`src/rtl/pte_pkg.sv`:
```
`timescale 1ns / 1ps

package pte_pkg;

    // topology codes of the mode register
    localparam logic [2:0] MODE_TRIS   = 3'd0;
    localparam logic [2:0] MODE_LINES  = 3'd1;
    localparam logic [2:0] MODE_TSTRIP = 3'd2;
    localparam logic [2:0] MODE_TFAN   = 3'd3;
    localparam logic [2:0] MODE_LSTRIP = 3'd4;
    localparam logic [2:0] MODE_LLOOP  = 3'd5;

    localparam int unsigned JOB_SLOTS = 4;

    // one vertex, x in the low half
    typedef struct packed {
        logic [31:0] y;
        logic [31:0] x;
    } vertex_t;

    // input transfer payload
    typedef struct packed {
        logic [31:0] vert_x;
        logic [31:0] vert_y;
        logic        run_end;
    } vert_in_t;

    // output transfer payload
    typedef struct packed {
        logic [31:0] out_x;
        logic [31:0] out_y;
        logic        is_line;
        logic        last_out;
    } prim_out_t;

    // expanded work for one input vertex: slots 0..last_idx are emitted
    typedef struct packed {
        vertex_t [JOB_SLOTS-1:0] verts;
        logic [1:0]              last_idx;
        logic                    is_line;
    } job_t;

endpackage

```
`src/rtl/pte_front.sv`:
```
`timescale 1ns / 1ps

module pte_front
    import pte_pkg::*;
(
    input  logic     clk,
    input  logic     rst_n,
    input  logic     mode_we,
    input  logic [2:0] mode_wdata,
    input  logic     vert_valid,
    output logic     vert_stall,
    input  vert_in_t vert,
    output logic     push,
    output job_t     push_job,
    input  logic     push_ready
);

    logic [2:0] mode_reg;
    vertex_t    first_reg, older_reg, newer_reg;
    vertex_t    first_next;
    logic [1:0] seen_reg, seen_next;
    logic       odd_reg, odd_next;
    vertex_t    cur;
    logic       accept;
    logic       emit;
    job_t       job;

    assign cur.x      = vert.vert_x;
    assign cur.y      = vert.vert_y;
    assign vert_stall = !push_ready;
    assign accept     = vert_valid && !vert_stall;

    // first vertex of the run, taken from the current one on a fresh run
    assign first_next = (seen_reg == 2'd0) ? cur : first_reg;

    // classify the vertex by topology and build its output list
    always_comb
    begin
        job       = '0;
        emit      = 1'b0;
        case (mode_reg)
            MODE_TRIS:
            begin
                job.verts[0] = cur;
                emit         = 1'b1;
            end
            MODE_LINES:
            begin
                job.verts[0] = cur;
                job.is_line  = 1'b1;
                emit         = 1'b1;
            end
            MODE_TSTRIP:
            begin
                job.verts[0] = odd_reg ? newer_reg : older_reg;
                job.verts[1] = odd_reg ? older_reg : newer_reg;
                job.verts[2] = cur;
                job.last_idx = 2'd2;
                emit         = (seen_reg == 2'd2);
            end
            MODE_TFAN:
            begin
                job.verts[0] = first_next;
                job.verts[1] = newer_reg;
                job.verts[2] = cur;
                job.last_idx = 2'd2;
                emit         = (seen_reg == 2'd2);
            end
            MODE_LSTRIP, MODE_LLOOP:
            begin
                job.is_line = 1'b1;
                if (seen_reg != 2'd0)
                begin
                    job.verts[0] = newer_reg;
                    job.verts[1] = cur;
                    job.verts[2] = cur;
                    job.verts[3] = first_next;
                    job.last_idx = (mode_reg == MODE_LLOOP && vert.run_end) ? 2'd3 : 2'd1;
                    emit         = 1'b1;
                end
                else
                begin
                    // closing segment of a one-vertex loop
                    job.verts[0] = cur;
                    job.verts[1] = first_next;
                    job.last_idx = 2'd1;
                    emit         = (mode_reg == MODE_LLOOP) && vert.run_end;
                end
            end
            default:
            begin
                emit = 1'b0;
            end
        endcase
    end

    assign push     = accept && emit;
    assign push_job = job;

    // run position tracking
    always_comb
    begin
        if (vert.run_end)
        begin
            seen_next = 2'd0;
            odd_next  = 1'b0;
        end
        else
        begin
            seen_next = (seen_reg == 2'd2) ? 2'd2 : seen_reg + 2'd1;
            odd_next  = !odd_reg;
        end
    end

    // mode register, run counters and vertex history
    always_ff @(posedge clk or negedge rst_n)
    begin
        if (!rst_n)
        begin
            mode_reg  <= MODE_TRIS;
            seen_reg  <= 2'd0;
            odd_reg   <= 1'b0;
            first_reg <= '0;
            older_reg <= '0;
            newer_reg <= '0;
        end
        else
        begin
            if (mode_we)
            begin
                mode_reg <= mode_wdata;
            end
            if (accept)
            begin
                seen_reg  <= seen_next;
                odd_reg   <= odd_next;
                first_reg <= first_next;
                older_reg <= newer_reg;
                newer_reg <= cur;
            end
        end
    end

endmodule

```
`src/rtl/pte_queue.sv`:
```
`timescale 1ns / 1ps

module pte_queue
    import pte_pkg::*;
#(
    parameter int unsigned DEPTH = 2
)
(
    input  logic clk,
    input  logic rst_n,
    input  logic push,
    input  job_t push_job,
    output logic push_ready,
    input  logic pop,
    output logic head_valid,
    output job_t head_job
);

    localparam int unsigned PTR_W = (DEPTH > 1) ? $clog2(DEPTH) : 1;
    localparam int unsigned CNT_W = $clog2(DEPTH + 1);
    localparam logic [PTR_W-1:0] PTR_LAST = PTR_W'(DEPTH - 1);
    localparam logic [CNT_W-1:0] CNT_FULL = CNT_W'(DEPTH);

    job_t             slots_reg [DEPTH];
    logic [PTR_W-1:0] wr_ptr_reg, rd_ptr_reg;
    logic [CNT_W-1:0] count_reg;

    assign push_ready = (count_reg != CNT_FULL);
    assign head_valid = (count_reg != '0);
    assign head_job   = slots_reg[rd_ptr_reg];

    // entry storage
    always_ff @(posedge clk)
    begin
        if (push)
        begin
            slots_reg[wr_ptr_reg] <= push_job;
        end
    end

    // pointers and fill level
    always_ff @(posedge clk or negedge rst_n)
    begin
        if (!rst_n)
        begin
            wr_ptr_reg <= '0;
            rd_ptr_reg <= '0;
            count_reg  <= '0;
        end
        else
        begin
            if (push)
            begin
                wr_ptr_reg <= (wr_ptr_reg == PTR_LAST) ? '0 : wr_ptr_reg + 1'b1;
            end
            if (pop)
            begin
                rd_ptr_reg <= (rd_ptr_reg == PTR_LAST) ? '0 : rd_ptr_reg + 1'b1;
            end
            if (push && !pop)
            begin
                count_reg <= count_reg + 1'b1;
            end
            else if (pop && !push)
            begin
                count_reg <= count_reg - 1'b1;
            end
        end
    end

`ifndef SYNTHESIS
    a_count_bound: assert property (@(posedge clk) disable iff (!rst_n)
        count_reg <= CNT_FULL)
        else $error("queue fill level above depth");

    a_no_pop_empty: assert property (@(posedge clk) disable iff (!rst_n)
        pop |-> head_valid)
        else $error("queue popped while empty");

    a_no_push_full: assert property (@(posedge clk) disable iff (!rst_n)
        push |-> push_ready)
        else $error("queue written while full");

    a_push_lands: assert property (@(posedge clk) disable iff (!rst_n)
        (push && !head_valid) |=> head_valid)
        else $error("transfer into empty queue lost");
`endif

endmodule

```
`src/rtl/pte_back.sv`:
```
`timescale 1ns / 1ps

module pte_back
    import pte_pkg::*;
(
    input  logic      clk,
    input  logic      rst_n,
    input  logic      head_valid,
    input  job_t      head_job,
    output logic      pop,
    output logic      prim_valid,
    input  logic      prim_stall,
    output prim_out_t prim
);

    logic [1:0] idx_reg;
    logic       valid_reg;
    prim_out_t  prim_reg;
    prim_out_t  prim_next;
    logic       advance;
    logic       load;
    logic       at_last;
    vertex_t    sel;

    // output register frees up when empty or when its transfer completes
    assign advance = !valid_reg || !prim_stall;
    assign load    = advance && head_valid;
    assign at_last = (idx_reg == head_job.last_idx);
    assign pop     = load && at_last;

    assign sel = head_job.verts[idx_reg];

    // next list vertex from the head entry
    always_comb
    begin
        prim_next.out_x    = sel.x;
        prim_next.out_y    = sel.y;
        prim_next.is_line  = head_job.is_line;
        prim_next.last_out = at_last;
    end

    always_ff @(posedge clk)
    begin
        if (load)
        begin
            prim_reg <= prim_next;
        end
    end

    // slot index and output valid
    always_ff @(posedge clk or negedge rst_n)
    begin
        if (!rst_n)
        begin
            idx_reg   <= 2'd0;
            valid_reg <= 1'b0;
        end
        else
        begin
            if (advance)
            begin
                valid_reg <= head_valid;
            end
            if (load)
            begin
                idx_reg <= at_last ? 2'd0 : idx_reg + 2'd1;
            end
        end
    end

    assign prim_valid = valid_reg;
    assign prim       = prim_reg;

endmodule

```
`src/rtl/primitive_topology_expander.sv`:
```
`timescale 1ns / 1ps

// Primitive topology expander: turns a run of vertices into a flat triangle or
// line list according to mode_wdata written through mode_we (0 triangles,
// 1 lines, 2 triangle strip, 3 triangle fan, 4 line strip, 5 line loop, others
// drop). The output port emits one list vertex per cycle while prim_stall is low
// and the queue holds work. An input vertex produces one list vertex for lists,
// three for strips and fans once the run has two vertices, two for line strips
// after the first vertex, up to four on a line loop's closing vertex.
// The front stage takes a vertex every cycle while the job queue (QUEUE_DEPTH
// entries) has room; sustained rate is set by the single output port. An input
// transfer passes through the job queue and then the output register.
module primitive_topology_expander
    import pte_pkg::*;
#(
    parameter int unsigned QUEUE_DEPTH = 2
)
(
    input  logic      clk,
    input  logic      rst_n,
    input  logic      mode_we,
    input  logic [2:0] mode_wdata,
    input  logic      vert_valid,
    output logic      vert_stall,
    input  vert_in_t  vert,
    output logic      prim_valid,
    input  logic      prim_stall,
    output prim_out_t prim
);

    logic push, push_ready, pop, head_valid;
    job_t push_job, head_job;

    // classify and expand
    pte_front u_front (
        .clk        (clk),
        .rst_n      (rst_n),
        .mode_we    (mode_we),
        .mode_wdata (mode_wdata),
        .vert_valid (vert_valid),
        .vert_stall (vert_stall),
        .vert       (vert),
        .push       (push),
        .push_job   (push_job),
        .push_ready (push_ready)
    );

    // job queue between the stages
    pte_queue #(
        .DEPTH (QUEUE_DEPTH)
    ) u_queue (
        .clk        (clk),
        .rst_n      (rst_n),
        .push       (push),
        .push_job   (push_job),
        .push_ready (push_ready),
        .pop        (pop),
        .head_valid (head_valid),
        .head_job   (head_job)
    );

    // emit list vertices
    pte_back u_back (
        .clk        (clk),
        .rst_n      (rst_n),
        .head_valid (head_valid),
        .head_job   (head_job),
        .pop        (pop),
        .prim_valid (prim_valid),
        .prim_stall (prim_stall),
        .prim       (prim)
    );

endmodule

```
`config.mk`:
```
export PLATFORM = sky130hd
export DESIGN_NAME = primitive_topology_expander
export DESIGN_NICKNAME = d
export VERILOG_FILES = /design/src/rtl/pte_pkg.sv /design/src/rtl/pte_front.sv /design/src/rtl/pte_queue.sv /design/src/rtl/pte_back.sv /design/src/rtl/primitive_topology_expander.sv
export SDC_FILE = /design/constraint.sdc
export NUM_CORES = 1
export LEC_CHECK = 0
export ABC_AREA = 1
export BUFFER_PORTS_ARGS = -buffer_cell sky130_fd_sc_hd__buf_2
export CORE_ASPECT_RATIO = 0.5
export CORE_UTILIZATION = 58
export CTS_BUF_LIST = sky130_fd_sc_hd__clkbuf_2 sky130_fd_sc_hd__clkbuf_4 sky130_fd_sc_hd__clkbuf_8
export CTS_CLUSTER_SIZE = 16
export DETAILED_ROUTE_END_ITERATION = 8
export PLACE_DENSITY_LB_ADDON = 0.15
export RECOVER_POWER = 25
export SLEW_MARGIN = 0
export SYNTH_ARGS = -nofsm -noshare
export SYNTH_HDL_FRONTEND = slang
export SYNTH_SLANG_ARGS = --single-unit
```
`constraint.sdc`:
```
create_clock -name clk -period 11.7 [get_ports clk]
set_clock_uncertainty 0.05 [all_clocks]
set_input_delay 1.755 -clock clk [delete_from_list [all_inputs] [get_ports clk]]
set_output_delay 1.755 -clock clk [all_outputs]
set_load 0.005 [all_outputs]
```
==> flow_summary.rst, run 1 <==
.. list-table::
   :header-rows: 1

   * - Metric
     - Value
   * - Wire length of the first global-routing pass
     - 140 mm
   * - Most common cell in the netlist
     - nand2_1
   * - Cell taking the most area after synthesis
     - edfxtp_1
   * - Post-layout min period
     - 7.66 ns
   * - Worst Path Max Fanout
     - 157
   * - Global-route usage over all layers
     - 30.1%
   * - Vertical extent of the die
     - 175 um
   * - Net count, final
     - 3,506
   * - Share of synthesized flip-flops with an asynchronous set or reset
     - 26.0%
   * - Routed vias
     - 25,889
   * - Max-slew violation count
     - 606
   * - Floorplan die area
     - 61,000 um2
   * - Net Sw Power
     - 0.00384 W
   * - TritonCTS clock tree
     - done
   * - Final Hold Vio Count
     - 0
   * - RePlAce Congestion
     - 0.786
   * - Setup repair after global routing missed its margin
     - no
   * - Pwr per Cell Area
     - 265 nW/um2
   * - Peak VDD IR
     - 0.227 mV
   * - Cell-internal power
     - 0.00620 W
   * - Initial DRC Count
     - 2,835
   * - Yosys top cell area share
     - 50.4%
   * - Die boundary width
     - 348 um
   * - Detail Placement HPWL
     - 45.7 mm
   * - Post-Synthesis Cells
     - 3,384
   * - Synth cell count leaders
     - nand2_1, edfxtp_1, o21ai_0, nor2_1, inv_1
   * - Number of post-CTS setup repair buffers
     - 0
   * - Least setup slack across all paths after layout
     - 4.04 ns
   * - Cts bufs inserted
     - 109
   * - Data required, critical path
     - 11.97 ns
   * - Status
     - finished with violations
   * - Fillcell total
     - 4,624
   * - Final antenna-violating net count
     - 0
   * - Worst relative slew slack
     - -287%
   * - TritonCTS sink count
     - 789
   * - Final routed wire length divided by cell count
     - 21.1 um
   * - Placement-stage worst setup slack
     - 5.64 ns
   * - Residual DRC
     - 0
   * - Initial antenna violation count
     - 5
   * - Syn_area_per_cell
     - 10.3 um2
   * - Relative contribution of combinational cells to total power
     - 34.1%
   * - Number of max-capacitance violations reported
     - 10
   * - Maximum root-to-sink buffer count
     - 3
   * - Largest family of logic cells by synthesized area
     - compound AO/OA/AOI/OAI gates
   * - Ratio of cells with drive above 1 in the final layout
     - 11.2%
   * - Worst min-delay path class
     - flop to flop
   * - Cell Area, Synth
     - 34,800 um2
   * - Synthesized-area fraction occupied by adder cells
     - 0.144%
   * - Fraction of the mapped netlist area in compound gates
     - 14.8%
   * - Number of buffers inserted for hold repair after clock tree synthesis
     - 0
   * - Violated checks
     - max-capacitance violations, max-slew violations
   * - Biggest area contributors in the synthesized netlist
     - edfxtp_1, dfrtp_1, nand2_1, o21ai_0, nor2_1
   * - IO Pins
     - 141
   * - Share of the clock period used by the worst path
     - 65.4%
   * - Critical setup path kind
     - primary input to flop
   * - Number of enable-type register cells in the synthesized netlist
     - 584
   * - Clk_lat worst skew
     - 0.73 ns
   * - Number of synthesis warnings
     - 0
   * - Vias per cell
     - 5.97
   * - Initial Util
     - 58.7%
   * - Resize count post-CTS
     - 0
   * - Dominant synthesized flop cell
     - edfxtp_1
   * - Clock-pin transition on the worst setup and hold timing paths
     - 0.07 ns
   * - #FFs+latches synth
     - 789
   * - Switching portion of total power
     - 38.3%
   * - CTS root buf
     - clkbuf_8
   * - Synth-to-layout area growth
     - 9.22%
   * - Core outline area
     - 59,200 um2
   * - Synth unique cells
     - 32
   * - Synthesized net count
     - 3,461
   * - Setup TNS Final
     - 0 ns
   * - Sum of overflow across all layers after global routing
     - 0
   * - Via count of the first global-routing pass
     - 24,991
   * - Iteration count of the initial detailed-routing pass
     - 6
   * - H-Tree Level Count
     - 3
   * - Fraction of power consumed by sequential logic
     - 43.0%
   * - Leakage Power
     - 14.7 nW
   * - Final setup vio count
     - 0
   * - Maximum number of pins on one net before global-route repair
     - 221
   * - Post-synthesis share of cell area spent on xor and xnor gates
     - 0.0504%
   * - Max Clock Freq
     - 131 MHz
   * - Synthesized-area fraction occupied by and/or/nand/nor cells
     - 13.8%
   * - CP Launch Type
     - primary input
   * - Arrival time of the worst setup path
     - 7.92 ns
   * - Worst Tran Pin Value
     - 5.80 ns
   * - Post-synthesis mux area share
     - 0%
   * - Post-detailed-routing wire length
     - 91.4 mm
   * - Fraction of the yosys area taken by sequential cells
     - 65.2%
   * - Clk pwr share
     - 22.8%
   * - Std-Cell Rows
     - 63
   * - Kind of capture point of the worst setup path
     - flop
   * - Total of buffers placed on input and output ports
     - 140
   * - Flip-flop count of the largest register after layout
     - 518
[logic make-up after synthesis]
| kind of cell | Yosys count |
|---|---|
| AO/OA/AOI/OAI | 900 |
| AND/OR/NAND/NOR | 1227 |
| XOR/XNOR | 2 |
| buffers and inverters | 462 |
| flip-flops | 789 |
| adder cells (fa/ha/maj) | 4 |
[layout by cell type (no fill, tap or decap), types with 2 or more instances in the layout]
master / count
a21oi_1: 10
clkbuf_8: 137
clkinv_1: 9
inv_2: 3
o221ai_1: 17
buf_4: 25
o211ai_1: 112
nand2_1: 724
nor2_4: 5
ha_1: 4
o22ai_1: 128
clkinvlp_4: 3
a22oi_1: 55
o21ai_1: 44
inv_1: 214
clkinvlp_2: 2
buf_12: 3
clkbuf_4: 48
dfrtp_1: 201
buf_2: 138
nand4_1: 10
dfrtp_4: 4
inv_4: 2
clkbuf_1: 7
diode_2: 4
or2_2: 9
nand3_1: 82
clkinv_2: 7
edfxtp_1: 584
nor2_1: 393
o21ai_0: 532
bufinv_16: 2
nand3_2: 3
[power groups by stage]
stage / Sequential [W] / Clock (W) / Combinational (W)
finish: 0.00432 / 0.00229 / 0.00343
global route: 0.00439 / 0.00244 / 0.00382
CTS: 0.00431 / 0.00232 / 0.00337
detailed placement: 0.00437 / 0 / 0.00335
global placement: 0.00434 / 0 / 0.00326
floorplan: 0.00432 / 0 / 0.00241
[metrics by stage]
stage                     hold slack (ns)  utilization (%)  std cells  total power [W]  instance area [um2]
after global placement              0.406             60.2       4130          0.00760                35600
after floorplan                     0.392                -       3384          0.00674                34800
after global routing                0.453             64.1       4340           0.0106                38000
after detailed placement            0.417             60.2       4130          0.00772                35600
final                               0.433             64.1       4340           0.0100                38000
after CTS                           0.435             64.2       4336           0.0100                38000
[final cells by class]
| type | instances | area (um2) | share of cell area [%] |
|---|---|---|---|
| Antenna cell | 4 | 10.0 | 0.0264 |
| Clock buffer | 185 | 2250 | 5.92 |
| Clock inverter | 21 | 155 | 0.409 |
| Inverter | 223 | 853 | 2.25 |
| Multi-Input combinational cell | 2133 | 10000 | 26.4 |
| Sequential cell | 789 | 22700 | 59.7 |
| Tap cell | 812 | 1020 | 2.68 |
| Timing Repair Buffer | 173 | 965 | 2.54 |
[worst paths after layout]
check	from	endpoint	slack, ns	cells past startpoint
setup / recovery	vert_valid	u_queue.slots_reg[1][84]	4.04	8
hold / removal	u_queue.wr_ptr_reg	u_queue.wr_ptr_reg	0.43	2
setup reg to reg	u_queue.rd_ptr_reg	u_back.prim[28]	4.66	6
hold reg to reg	u_queue.wr_ptr_reg	u_queue.wr_ptr_reg	0.43	2
max in group asynchronous	rst_n	u_queue.rd_ptr_reg	4.45	1
min in group asynchronous	rst_n	u_back.idx_reg[0]	3.13	1
[critical path, cell delays in order]
cell and delay [ns]:
buf_2 0.08, inv_1 0.05, nor2_4 0.09, clkbuf_1 2.54, nand2_1 0.52, nor2_4 0.93
buf_4 0.93, buf_12 0.64
[per-layer routing]
metal  up-vias  track usage [%]  wire length, um
li1      11883                -                -
met1     12701             41.7            37400
met2      1157             49.4            43700
met3       148             5.11             8330
met4         0             8.66             1950
met5         -                0                0
Power figures use the tool's default switching activity.
==> inputs of run 2 (changes only) <==
--- a/config.mk
+++ b/config.mk
@@ -8,7 +8,7 @@
 export ABC_AREA = 1
 export BUFFER_PORTS_ARGS = -buffer_cell sky130_fd_sc_hd__buf_2
 export CORE_ASPECT_RATIO = 0.5
-export CORE_UTILIZATION = 58
+export CORE_UTILIZATION = 64
 export CTS_BUF_LIST = sky130_fd_sc_hd__clkbuf_2 sky130_fd_sc_hd__clkbuf_4 sky130_fd_sc_hd__clkbuf_8
 export CTS_CLUSTER_SIZE = 16
 export DETAILED_ROUTE_END_ITERATION = 8
==> constraint.sdc (replaced) <==
create_clock -name clk -period 7.56 [get_ports clk]
set_clock_uncertainty 0.05 [all_clocks]
set_input_delay 1.134 -clock clk [delete_from_list [all_inputs] [get_ports clk]]
set_output_delay 1.134 -clock clk [all_outputs]
set_load 0.005 [all_outputs]
==> flow_summary.rst, run 2 (synthesis gave the netlist of run 1 again) <==
.. list-table::
   :header-rows: 1

   * - Metric
     - Value
   * - Die boundary width
     - 332 um (-4.8%)
   * - Final antenna-violating net count
     - 0 (unchanged)
   * - Placement-stage worst setup slack
     - 3.25 ns (-2.39 ns)
   * - Detail Placement HPWL
     - 45.8 mm (+0.14%)
   * - Post-layout min period
     - 5.33 ns
   * - Cts bufs inserted
     - 108 (-0.92%)
   * - Leakage Power
     - 14.6 nW (-0.40%)
   * - Crit path cell chain
     - inv_1 -> nor2_1 -> nand2_1 -> nand2_1 -> inv_2 -> buf_4 -> nor2_1
   * - Sum of overflow across all layers after global routing
     - 0 (unchanged)
   * - CP max stage cell
     - nor2_1
   * - Via count of the first global-routing pass
     - 25,365 (+1.5%)
   * - Max-slew violation count
     - 300 (-50%)
   * - Worst relative slew slack
     - -118% (+170 points)
   * - Residual DRC
     - 0 (unchanged)
   * - Total of buffers placed on input and output ports
     - 140 (unchanged)
   * - RePlAce Congestion
     - 0.823 (+4.7%)
   * - Routed vias
     - 26,126 (+0.92%)
   * - Floorplan die area
     - 55,300 um2 (-9.3%)
   * - Number of max-capacitance violations reported
     - 6 (-4)
   * - Pwr per Cell Area
     - 410 nW/um2 (+55%)
   * - Clk_lat worst skew
     - 0.70 ns (-0.03 ns)
   * - Buf/Inv on CP
     - 3 (-2)
   * - Share of the clock period used by the worst path
     - 70.5%
   * - Core outline area
     - 52,800 um2 (-11%)
   * - Initial antenna violation count
     - 3 (-2)
   * - Setup TNS Final
     - 0 ns (unchanged)
   * - Peak VDD IR
     - 0.273 mV (+20%)
   * - Final setup vio count
     - 0 (unchanged)
   * - Slowest Stage Delay on Critical Path
     - 1.44 ns (-1.10 ns)
   * - Net count, final
     - 3,504 (-0.057%)
   * - Iteration count of the initial detailed-routing pass
     - 8 (+2)
   * - Vias per cell
     - 6.18 (+3.6%)
   * - Maximum root-to-sink buffer count
     - 3 (unchanged)
   * - End of the worst register-to-register path
     - u_queue.slots_reg[0][144]
   * - Crit. path cell count
     - 7 (-1)
   * - Logic depth of the worst register-to-register path
     - 7 (+1)
   * - Global-route usage over all layers
     - 32.4% (+2.3 points)
   * - Std-Cell Rows
     - 59 (-6.3%)
   * - Final routed wire length divided by cell count
     - 21.1 um (+0.22%)
   * - Arrival time of the worst setup path
     - 5.80 ns (-2.12 ns)
   * - Flop2flop setup slack
     - 2.23 ns (-2.43 ns)
   * - Critical setup path kind
     - flop to flop
   * - Clock-pin transition on the worst setup and hold timing paths
     - 0.07 ns (about the same)
   * - CP Launch Type
     - flop
   * - IO Pins
     - 141 (unchanged)
   * - Initial DRC Count
     - 3,150 (+11%)
   * - H-Tree Level Count
     - 3 (unchanged)
   * - Data required, critical path
     - 8.03 ns (-3.94 ns)
   * - Leading cell type in the layout, fill and taps excluded
     - nand2_1
   * - TritonCTS clock tree
     - done
   * - Wire length of the first global-routing pass
     - 139 mm (-1.3%)
   * - Number of buffers inserted for hold repair after clock tree synthesis
     - 0 (unchanged)
   * - Post-detailed-routing wire length
     - 89.2 mm (-2.4%)
   * - Max Clock Freq
     - 188 MHz
   * - Vertical extent of the die
     - 167 um (-4.7%)
   * - Worst Tran Pin Value
     - 3.27 ns (-2.53 ns)
   * - Least setup slack across all paths after layout
     - 2.23 ns (-1.82 ns)
   * - Synth-to-layout area growth
     - 8.68%
   * - Timing endpoint of the critical path
     - u_queue.slots_reg[0][144]
   * - TritonCTS sink count
     - 789 (unchanged)
   * - Flip-flop count of the largest register after layout
     - 518 (unchanged)
   * - Worst min-delay path class
     - primary input to async pin
   * - Number of post-CTS setup repair buffers
     - 0 (unchanged)
   * - Setup repair after global routing missed its margin
     - no
   * - Ratio of cells with drive above 1 in the final layout
     - 10.5% (-0.76 points)
   * - Most frequent cells in the layout
     - nand2_1, edfxtp_1, o21ai_0
   * - Resize count post-CTS
     - 0 (unchanged)
   * - Kind of capture point of the worst setup path
     - flop
   * - Worst Path Max Fanout
     - 42 (-73%)
   * - Maximum number of pins on one net before global-route repair
     - 140 (-37%)
   * - Final Hold Vio Count
     - 0 (unchanged)
   * - CTS root buf
     - clkbuf_8
   * - Crit. Startpoint
     - u_front.mode_reg[2]
   * - Violated checks
     - max-capacitance violations, max-slew violations
   * - Initial Util
     - 65.9% (+7.1 points)
   * - Status
     - finished with violations
   * - Crit Reg-Reg Startpoint
     - u_front.mode_reg[2]
   * - Worst path top cell family by delay
     - simple AND/OR/NAND/NOR gates
## run 2: cell count changes in the layout (fill, tap and decap cells not counted), sizes merged
| cell | delta |
|---|---|
| clkinvlp | -2 |
| clkinv | +7 |
| bufinv | +2 |
| clkbuf | +9 |
| inv | +3 |
| buf | -22 |
## run 2: through the flow
step                instance area, um2  power (W)  cells  util [%]  hold slack, ns
global route                     37800     0.0164   4225      71.6           0.441
finish                           37800     0.0155   4226      71.6           0.420
CTS                              37900     0.0154   4222      71.7           0.427
floorplan                        34800     0.0104   3384         -           0.392
global placement                 35500     0.0117   4018      67.2           0.411
detailed placement               35500     0.0119   4018      67.2           0.424
## run 2: power breakdown
part	total, W	internal (W)	leakage (nW)	switching (W)
logic	0.00513	0.00141	5.34	0.00372
clock network	0.00356	0.00193	1.27	0.00162
registers	0.00680	0.00618	8.04	0.000614
total	0.0155	0.00952	14.6	0.00596
## run 2: routing by layer
metal / part of all wire [%] / vias up / routed length, um / track usage, %
li1: - / 11875 / - / -
met1: 40 / 12585 / 35400 / 44.4
met2: 47 / 1463 / 42100 / 52.7
met3: 11 / 203 / 9390 / 5.75
met4: 2.6 / 0 / 2300 / 11.7
met5: 0 / - / 0 / 0
## run 2: worst min path at each step
| stage | end | slack [ns] |
|---|---|---|
| finish | u_back.idx_reg[0] | 0.42 |
| detailed placement | u_queue.wr_ptr_reg | 0.42 |
| floorplan | u_queue.wr_ptr_reg | 0.39 |
| global route | u_front.older_reg[55] | 0.44 |
| CTS | u_front.older_reg[55] | 0.43 |
| global placement | u_queue.wr_ptr_reg | 0.41 |
## run 2: area by class of cell
class / instances / area [um2]
flip-flops and latches: 789 / 22700
clock buffers: 173 / 2140
repair buffers: 172 / 937
well taps: 701 / 877
clock inverters: 31 / 254
diodes: 4 / 10.0
inverters: 223 / 858
fillers: 3715 / 15000
multi-input cells: 2133 / 10000
